File: src/rtl/lfuc_pkg.sv
// ----------------------------------------------------------------------------
// lfuc_pkg
// Shared types and constants of the LFU cache with LRU tie-break.
// ----------------------------------------------------------------------------
package lfuc_pkg;

  localparam int unsigned Capacity  = 16;
  localparam int unsigned CountBits = 16;
  localparam int unsigned KeyW      = 32;
  localparam int unsigned CapRegW   = 5;
  localparam logic [CapRegW-1:0] CapReset = 5'd16;

  localparam logic OpGet = 1'b0;
  localparam logic OpSet = 1'b1;

  localparam logic [0:0] RegCapacity = 1'b0;

  typedef enum logic [1:0] {
    StIdle,
    StLookup,
    StUpdate,
    StOutput
  } state_e;

  typedef struct packed {
    logic load;
    logic update;
  } cmd_t;

  typedef struct packed {
    logic set_op;
  } status_t;

endpackage

File: src/rtl/lfuc_ctrl.sv
// ----------------------------------------------------------------------------
// lfuc_ctrl
// Controller: sequences load, lookup, update and result transfer.
// ----------------------------------------------------------------------------
module lfuc_ctrl (
  input  logic             clk_i,
  input  logic             rst_ni,
  input  logic             in_valid_i,
  output logic             in_ready_o,
  output logic             out_valid_o,
  input  logic             out_ready_i,
  output lfuc_pkg::cmd_t   cmd_o
);

  lfuc_pkg::state_e state_q, state_d;

  always_ff @(posedge clk_i or negedge rst_ni) begin
    if (!rst_ni) begin
      state_q <= lfuc_pkg::StIdle;
    end else begin
      state_q <= state_d;
    end
  end

  always_comb begin
    state_d     = state_q;
    in_ready_o  = 1'b0;
    out_valid_o = 1'b0;
    cmd_o       = '0;
    unique case (state_q)
      lfuc_pkg::StIdle: begin
        in_ready_o = 1'b1;
        if (in_valid_i) begin
          cmd_o.load = 1'b1;
          state_d    = lfuc_pkg::StLookup;
        end
      end
      lfuc_pkg::StLookup: state_d = lfuc_pkg::StUpdate;
      lfuc_pkg::StUpdate: begin
        cmd_o.update = 1'b1;
        state_d      = lfuc_pkg::StOutput;
      end
      lfuc_pkg::StOutput: begin
        out_valid_o = 1'b1;
        in_ready_o  = out_ready_i;
        if (out_ready_i) begin
          if (in_valid_i) begin
            cmd_o.load = 1'b1;
            state_d    = lfuc_pkg::StLookup;
          end else begin
            state_d = lfuc_pkg::StIdle;
          end
        end
      end
      default: state_d = lfuc_pkg::StIdle;
    endcase
  end

endmodule

File: src/rtl/lfuc_dp.sv
// ----------------------------------------------------------------------------
// lfuc_dp
// Datapath: slot table, parallel key match, victim search and update.
// ----------------------------------------------------------------------------
module lfuc_dp #(
  parameter int unsigned Capacity  = lfuc_pkg::Capacity,
  parameter int unsigned CountBits = lfuc_pkg::CountBits
) (
  input  logic                          clk_i,
  input  logic                          rst_ni,
  input  lfuc_pkg::cmd_t                cmd_i,
  input  logic                          op_i,
  input  logic [lfuc_pkg::KeyW-1:0]     key_i,
  input  logic [lfuc_pkg::KeyW-1:0]     val_i,
  input  logic [lfuc_pkg::CapRegW-1:0]  cap_reg_i,
  output logic                          found_o,
  output logic [lfuc_pkg::KeyW-1:0]     read_value_o,
  output logic                          evicted_o,
  output logic [lfuc_pkg::KeyW-1:0]     evicted_key_o
);

  localparam int unsigned IdxW   = (Capacity > 1) ? $clog2(Capacity) : 1;
  localparam int unsigned CntW   = $clog2(Capacity + 1);
  localparam int unsigned KW     = lfuc_pkg::KeyW;
  localparam int unsigned Leaves = 1 << IdxW;
  localparam logic [CountBits-1:0] CountMax = '1;

  logic [Capacity-1:0]  valid_q;
  logic [KW-1:0]        key_q  [Capacity];
  logic [KW-1:0]        data_q [Capacity];
  logic [CountBits-1:0] cnt_q  [Capacity];
  logic [IdxW-1:0]      rank_q [Capacity];
  logic [CntW-1:0]      occ_q;

  logic          op_q;
  logic [KW-1:0] in_key_q, in_val_q;

  logic            hit_q, full_q, hasv_q;
  logic [IdxW-1:0] hit_idx_q, vic_idx_q, free_idx_q;

  logic            found_q, ev_q;
  logic [KW-1:0]   rd_q, evk_q;

  // Match, victim and free-slot search over the slot table.
  logic            hit_c, hasv_c, hasf_c;
  logic [IdxW-1:0] hit_idx_c, vic_idx_c, free_idx_c;
  logic [CntW-1:0] cap_c;

  // Victim search tree: lowest count first, then the highest recency rank,
  // then the lower slot number.
  logic                 vt_v [2*Leaves];
  logic [CountBits-1:0] vt_c [2*Leaves];
  logic [IdxW-1:0]      vt_r [2*Leaves];
  logic [IdxW-1:0]      vt_i [2*Leaves];

  always_comb begin
    hit_c      = 1'b0;
    hit_idx_c  = '0;
    hasf_c     = 1'b0;
    free_idx_c = '0;
    for (int i = 0; i < Capacity; i++) begin
      if (valid_q[i] && key_q[i] == in_key_q && !hit_c) begin
        hit_c     = 1'b1;
        hit_idx_c = IdxW'(i);
      end
      if (!valid_q[i] && !hasf_c) begin
        hasf_c     = 1'b1;
        free_idx_c = IdxW'(i);
      end
    end
    for (int n = 0; n < 2 * Leaves; n++) begin
      vt_v[n] = 1'b0;
      vt_c[n] = '0;
      vt_r[n] = '0;
      vt_i[n] = '0;
    end
    for (int i = 0; i < Capacity; i++) begin
      if (valid_q[i]) begin
        vt_v[Leaves+i] = 1'b1;
        vt_c[Leaves+i] = cnt_q[i];
        vt_r[Leaves+i] = rank_q[i];
      end
      vt_i[Leaves+i] = IdxW'(i);
    end
    for (int n = Leaves - 1; n >= 1; n--) begin
      if (vt_v[2*n+1] && (!vt_v[2*n] || vt_c[2*n+1] < vt_c[2*n] ||
          (vt_c[2*n+1] == vt_c[2*n] && vt_r[2*n+1] > vt_r[2*n]))) begin
        vt_v[n] = vt_v[2*n+1];
        vt_c[n] = vt_c[2*n+1];
        vt_r[n] = vt_r[2*n+1];
        vt_i[n] = vt_i[2*n+1];
      end else begin
        vt_v[n] = vt_v[2*n];
        vt_c[n] = vt_c[2*n];
        vt_r[n] = vt_r[2*n];
        vt_i[n] = vt_i[2*n];
      end
    end
    hasv_c    = vt_v[1];
    vic_idx_c = vt_i[1];
    if (32'(cap_reg_i) > Capacity) begin
      cap_c = CntW'(Capacity);
    end else begin
      cap_c = CntW'(cap_reg_i);
    end
  end

  logic capz_q;

  always_ff @(posedge clk_i) begin
    if (cmd_i.load) begin
      op_q     <= op_i;
      in_key_q <= key_i;
      in_val_q <= val_i;
    end
    hit_q      <= hit_c;
    hit_idx_q  <= hit_idx_c;
    hasv_q     <= hasv_c;
    vic_idx_q  <= vic_idx_c;
    free_idx_q <= free_idx_c;
    full_q     <= (32'(occ_q) >= 32'(cap_c)) || !hasf_c;
    capz_q     <= (cap_c == '0);
  end

  // Update step.
  logic            do_hit, do_ins, do_ev;
  logic [IdxW-1:0] tgt, old_rank;

  always_comb begin
    do_hit   = hit_q && (op_q == lfuc_pkg::OpGet || !capz_q);
    do_ins   = !hit_q && op_q == lfuc_pkg::OpSet && !capz_q;
    do_ev    = do_ins && full_q && hasv_q;
    tgt      = do_hit ? hit_idx_q : (do_ev ? vic_idx_q : free_idx_q);
    old_rank = rank_q[tgt];
  end

  always_ff @(posedge clk_i or negedge rst_ni) begin
    if (!rst_ni) begin
      valid_q <= '0;
      occ_q   <= '0;
    end else if (cmd_i.update && do_ins && (do_ev || !full_q)) begin
      valid_q[tgt] <= 1'b1;
      if (!do_ev) begin
        occ_q <= occ_q + CntW'(1);
      end
    end
  end

  always_ff @(posedge clk_i) begin
    if (cmd_i.update) begin
      found_q <= hit_q;
      rd_q    <= (op_q == lfuc_pkg::OpSet) ? '0 : (hit_q ? data_q[hit_idx_q] : '1);
      ev_q    <= do_ev;
      evk_q   <= do_ev ? key_q[vic_idx_q] : '0;
      for (int i = 0; i < Capacity; i++) begin
        if (do_hit) begin
          if (IdxW'(i) == tgt) begin
            rank_q[i] <= '0;
          end else if (valid_q[i] && rank_q[i] < old_rank) begin
            rank_q[i] <= rank_q[i] + IdxW'(1);
          end
        end else if (do_ins && (do_ev || !full_q)) begin
          if (IdxW'(i) == tgt) begin
            rank_q[i] <= '0;
          end else if (valid_q[i] && (!do_ev || rank_q[i] < old_rank)) begin
            rank_q[i] <= rank_q[i] + IdxW'(1);
          end
        end
      end
      if (do_hit) begin
        if (cnt_q[tgt] != CountMax) begin
          cnt_q[tgt] <= cnt_q[tgt] + CountBits'(1);
        end
        if (op_q == lfuc_pkg::OpSet) begin
          data_q[tgt] <= in_val_q;
        end
      end else if (do_ins && (do_ev || !full_q)) begin
        key_q[tgt]  <= in_key_q;
        data_q[tgt] <= in_val_q;
        cnt_q[tgt]  <= CountBits'(1);
      end
    end
  end

  assign found_o       = found_q;
  assign read_value_o  = rd_q;
  assign evicted_o     = ev_q;
  assign evicted_key_o = evk_q;

endmodule

File: src/rtl/lfu_cache_lru_tiebreak.sv
// ----------------------------------------------------------------------------
// lfu_cache_lru_tiebreak
// LFU key-value store with least-recently-used tie-break among equal counts.
// ----------------------------------------------------------------------------
// Channel   Direction  Contents
// s_axis    in         tdata: operation, lookup_key, write_value
// m_axis    out        tdata: found, read_value, evicted, evicted_key
// apb       in         register 0 at 0x0: capacity_in_use
//
// Each item passes through load, table search and update, then the output handshake.
// The next item is accepted in the cycle its predecessor's result transfers.
// Reset clears the valid marks and occupancy; capacity_in_use resets to 16.
// A stalled result holds the block; stored entries are not touched meanwhile.
module lfu_cache_lru_tiebreak #(
  parameter int unsigned Capacity  = lfuc_pkg::Capacity,
  parameter int unsigned CountBits = lfuc_pkg::CountBits
) (
  input  logic         clk_i,
  input  logic         rst_ni,
  input  logic         s_axis_tvalid,
  output logic         s_axis_tready,
  input  logic [71:0]  s_axis_tdata,   // operation, lookup_key, write_value, pad
  output logic         m_axis_tvalid,
  input  logic         m_axis_tready,
  output logic [71:0]  m_axis_tdata,   // found, read_value, evicted, evicted_key, pad
  input  logic         psel,
  input  logic         penable,
  input  logic         pwrite,
  input  logic [2:0]   paddr,
  input  logic [31:0]  pwdata,
  output logic [31:0]  prdata,
  output logic         pready
);

  logic [lfuc_pkg::CapRegW-1:0] cap_q;
  lfuc_pkg::cmd_t cmd;
  logic found, evicted;
  logic [31:0] rd, evk;

  assign pready = 1'b1;

  always_ff @(posedge clk_i or negedge rst_ni) begin
    if (!rst_ni) begin
      cap_q <= lfuc_pkg::CapReset;
    end else if (psel && penable && pwrite && paddr == {lfuc_pkg::RegCapacity, 2'b00}) begin
      cap_q <= pwdata[lfuc_pkg::CapRegW-1:0];
    end
  end

  assign prdata = (paddr == {lfuc_pkg::RegCapacity, 2'b00}) ? 32'(cap_q) : '0;

  lfuc_ctrl u_ctrl (
    .clk_i, .rst_ni,
    .in_valid_i (s_axis_tvalid),
    .in_ready_o (s_axis_tready),
    .out_valid_o(m_axis_tvalid),
    .out_ready_i(m_axis_tready),
    .cmd_o      (cmd)
  );

  lfuc_dp #(.Capacity(Capacity), .CountBits(CountBits)) u_dp (
    .clk_i, .rst_ni,
    .cmd_i        (cmd),
    .op_i         (s_axis_tdata[0]),
    .key_i        (s_axis_tdata[32:1]),
    .val_i        (s_axis_tdata[64:33]),
    .cap_reg_i    (cap_q),
    .found_o      (found),
    .read_value_o (rd),
    .evicted_o    (evicted),
    .evicted_key_o(evk)
  );

  assign m_axis_tdata = {6'b0, evk, evicted, rd, found};

endmodule

File: config.mk
export PLATFORM = sky130hd
export DESIGN_NAME = lfu_cache_lru_tiebreak
export DESIGN_NICKNAME = d
export VERILOG_FILES = /design/src/rtl/lfuc_pkg.sv /design/src/rtl/lfuc_ctrl.sv /design/src/rtl/lfuc_dp.sv /design/src/rtl/lfu_cache_lru_tiebreak.sv
export SDC_FILE = /design/constraint.sdc
export NUM_CORES = 2
export LEC_CHECK = 0
export ABC_AREA = 1
export BUFFER_PORTS_ARGS = -buffer_cell sky130_fd_sc_hd__buf_2
export CAP_MARGIN = 15
export CORE_ASPECT_RATIO = 1.4
export CORE_MARGIN = 1.5
export CORE_UTILIZATION = 28
export CTS_BUF_LIST = sky130_fd_sc_hd__clkbuf_2
export DETAILED_ROUTE_END_ITERATION = 10
export PLACE_DENSITY_LB_ADDON = 0.3
export SLEW_MARGIN = 40
export SYNTH_ARGS = -nofsm -noshare
export SYNTH_HDL_FRONTEND = slang
export SYNTH_SLANG_ARGS = --single-unit
export TNS_END_PERCENT = 10
File: constraint.sdc
create_clock -name clk_i -period 7.1 [get_ports clk_i]
set_input_delay 0.355 -clock clk_i [delete_from_list [all_inputs] [get_ports clk_i]]
set_output_delay 0.355 -clock clk_i [all_outputs]
set_load 0.02 [all_outputs]
==> flow_metrics.tcl <==
set metrics [dict create \
    synthMuxAreaShare 0 \
    clkTransAtPathRegs_ns 0.10 \
    fin_hold_ws_ns 0.1351 \
    num_io_pins 221 \
    critPathCaptureType "register" \
    place.port_buffers 152 \
    r2r-start "u_dp.valid_q[3]" \
    place.gp.congestion 0.9815 \
    clk_latency_ns 1.70 \
    cts_max_level 5 \
    grtUsageMet2 0.4052 \
    synth_cell_types 65 \
    fin_area_um2 103700 \
    grt_util_met3 0.03868 \
    status "finished, violations left" \
    setup-violations-final 4 \
    drive_above_1_share 0.2286 \
    worst_path_max_delay_cell "dfrtp_2" \
    vias_per_cell 5.139 \
    path_class "reg2reg" \
    cts_root_buffer "clkbuf_2" \
    first_pass_iters 5 \
    cts_tree "yes" \
    finalClockSkew_ns 0.2900 \
    synthXorXnorAreaFrac 0.01884 \
    leakagePower_nw 42.69 \
    critPathMaxStageDelay_ns 0.47 \
    synth_seq_area_share 0.5540 \
    die-area_um2 295400 \
    dpl_cell_area_um2 95350 \
    die_w_um 459.8 \
    grt_pass1_wl_mm 509.2 \
    clock-sinks 1519 \
    maxSlewViolCount 0 \
    die_h_um 642.5 \
    crit_start "u_dp.valid_q[3]" \
    busiest_layer "met2" \
    area_growth_pct 26.72 \
    initial_core_util 0.2816 \
    instances_no_fill 14430 \
    ys_warn_count 0 \
    netlist_area_um2 81800 \
    critPathLaunchType "register" \
    yosys.area_share.simple 0.1782 \
    worst_slack_ns -1.036 \
    synth-seq-cells 1519 \
    violations "setup timing" \
    r2r_end "u_dp.vic_idx_q[0]" \
    hold_start "m_axis_tready" \
    min_period_over_period 1.146 \
    critPathMostFrequentCell "nand2_2" \
    tns_ns -3.945 \
    drcViolationCount 0 \
    grt_max_degree 146 \
    cts_buffer_depth 4 \
    antenna_found_initial 22 \
    endpoint "u_dp.vic_idx_q[0]" \
    use_met1 0.2677 \
    tightest_slew_ns 0.9217 \
    synth_adder_area_share 0.05736 \
    num_vias 74170 \
    slew-limit-headroom 0.3848 \
    synth_edf_count 1475 \
    synth_compound_area_frac 0.1276 \
    dp_hpwl_mm 251.4 \
    hold_viol 0 \
    synth_ff_type "edfxtp_1" \
    drtAntennaViolNets 0 \
    ir_worst_vdd_uv 381.2 \
    grt_pass1_vias 74180 \
    rows 234 \
    drt_iter0_markers 7126 \
    fin_crit_ns 8.136 \
    gr-usage-all-layers 0.2351 \
    worst_hold_path_type "in2reg" \
    cp_data_arrival_time_ns 9.57 \
    avgSynthCellArea_um2 9.448 \
    cts_made_buffers 395 \
    synthArstFlopShare 0.01843 \
    worstPathRequired_ns 8.54 \
    power_mw 43.50 \
    worst-r2r-cell-count 51 \
    wl_mm 361.3 \
    fin_nets 10730 \
    routedWlPerCell_um 25.03 \
    path_max_fanout 8 \
    rsz0062_at_grt "true" \
    synth_top_family_by_area "simple AND/OR/NAND/NOR gates" \
    syn_inst 8658 \
    max_freq_ghz 0.1229 \
    r2r_setup_slack_ns -1.04 \
    power.density_nw_per_um2 419.7 \
    grt_overflow 0 \
    drv_cap 0 \
    core_area_um2 290400 \
    numPlacedInstances 13420 \
]
per-layer routing:
layer | part of all wire | wire length [um] | up-vias
met3 | 0.070 | 25130 | 1012
met4 | 0.074 | 26600 | 14
li1 | - | - | 33580
met1 | 0.37 | 132800 | 36080
met5 | 0.00027 | 97 | -
met2 | 0.49 | 176600 | 3484
per-stage QoR:
step	worst slack [ns]	utilization
6_report	-1.036	0.3569
5_1_grt	-1.233	0.3568
4_1_cts	-1.179	0.3521
3_5_place_dp	-2.672	0.3283
3_3_place_gp	-2.706	0.3272
2_1_floorplan	0.001123	-
synth_stat cells (all sizes together) (27+ instances only):
library cell,count,share of area
nor3,51,0.0031
dfrtp,27,0.0083
buf,136,0.011
and2,56,0.0043
clkbuf,364,0.017
nand2,1819,0.084
edfxtp,1475,0.54
o22ai,210,0.016
ha,375,0.057
a21oi,298,0.018
o21ai,913,0.056
nand4,97,0.0076
xnor2,113,0.012
nor4,35,0.0027
o221ai,135,0.014
o21a,40,0.0037
nor2,878,0.042
o211ai,64,0.0059
xor2,63,0.0067
inv,791,0.036
nand3,514,0.032
layout make-up:
| cell class | instances | area, um^2 |
|---|---|---|
| Inverter | 799 | 3030 |
| Tap cell | 3894 | 4872 |
| Sequential cell | 1519 | 45350 |
| Clock buffer | 553 | 2768 |
| Antenna cell | 9 | 22.52 |
| Timing Repair Buffer | 1652 | 13730 |
| Clock inverter | 136 | 699.4 |
| Multi-Input combinational cell | 5872 | 33190 |
| Fill cell | 29840 | 186800 |
cell usage in the layout, fill, tap and decap left out, types with 133 or more instances in the layout:
cell,count
nand2_1,1741
edfxtp_1,1475
buf_4,1170
o21ai_0,847
nor2_1,810
inv_1,736
clkbuf_2,553
nand3_1,472
ha_1,335
a21oi_1,287
dlygate4sd3_1,227
o22ai_1,210
buf_2,151
o221ai_1,133
registers in the layout, summed over array words and instances (netlist names), 5 cells and up:
signal              count
u_dp.data_q           512
u_dp.evicted_key_o     32
cap_q                   5
u_dp.key_q            512
u_dp.in_val_q          32
u_dp.valid_q           16
u_dp.in_key_q          32
u_dp.rank_q            64
u_dp.occ_q              5
u_dp.read_value_o      32
u_dp.cnt_q            256
worst min path at each step:
stage / end / slack (ns) / cells past startpoint
6_report: u_dp.in_val_q[7] / 0.14 / 5
5_1_grt: u_dp.in_val_q[7] / 0.09 / 5
4_1_cts: u_dp.in_val_q[7] / 0.03 / 5
3_5_place_dp: cap_q[2] / 0.43 / 1
3_3_place_gp: u_dp.occ_q[4] / 0.47 / 1
2_1_floorplan: cap_q[0] / 0.06 / 0
power breakdown:
part	switching (mW)	internal, mW	total [mW]
Combinational	16.0	9.29	25.3
Clock	3.97	2.29	6.25
Sequential	0.522	11.5	12.0
cells by family after synthesis:
family | after synthesis
other | 2
adder cells (fa/ha/maj) | 375
AND/OR/NAND/NOR | 3489
AO/OA/AOI/OAI | 1798
XOR/XNOR | 176
buffers and inverters | 1299
flip-flops | 1519
critical path: cells and delay by family (launching register included):
family / cells / cell delay, ns
adders and majority gates: 4 / 1.11
AOI/OAI and AO/OA: 10 / 1.61
buffers and inverters: 15 / 1.83
and+or+nand+nor: 22 / 2.92
DFF: 1 / 0.47
repair_timing:
item / in CTS / in global routing
hold buffers: 228 / 0
buffers inserted: 62 / 24
gates cloned: 1 / 8
hold endpoints to repair: 165 / 0
endpoints found under the setup margin: 4 / 4
gates resized for setup: 146 / 221
pin swaps: 36 / 90
No activity file was read; power rests on OpenSTA's default activity.
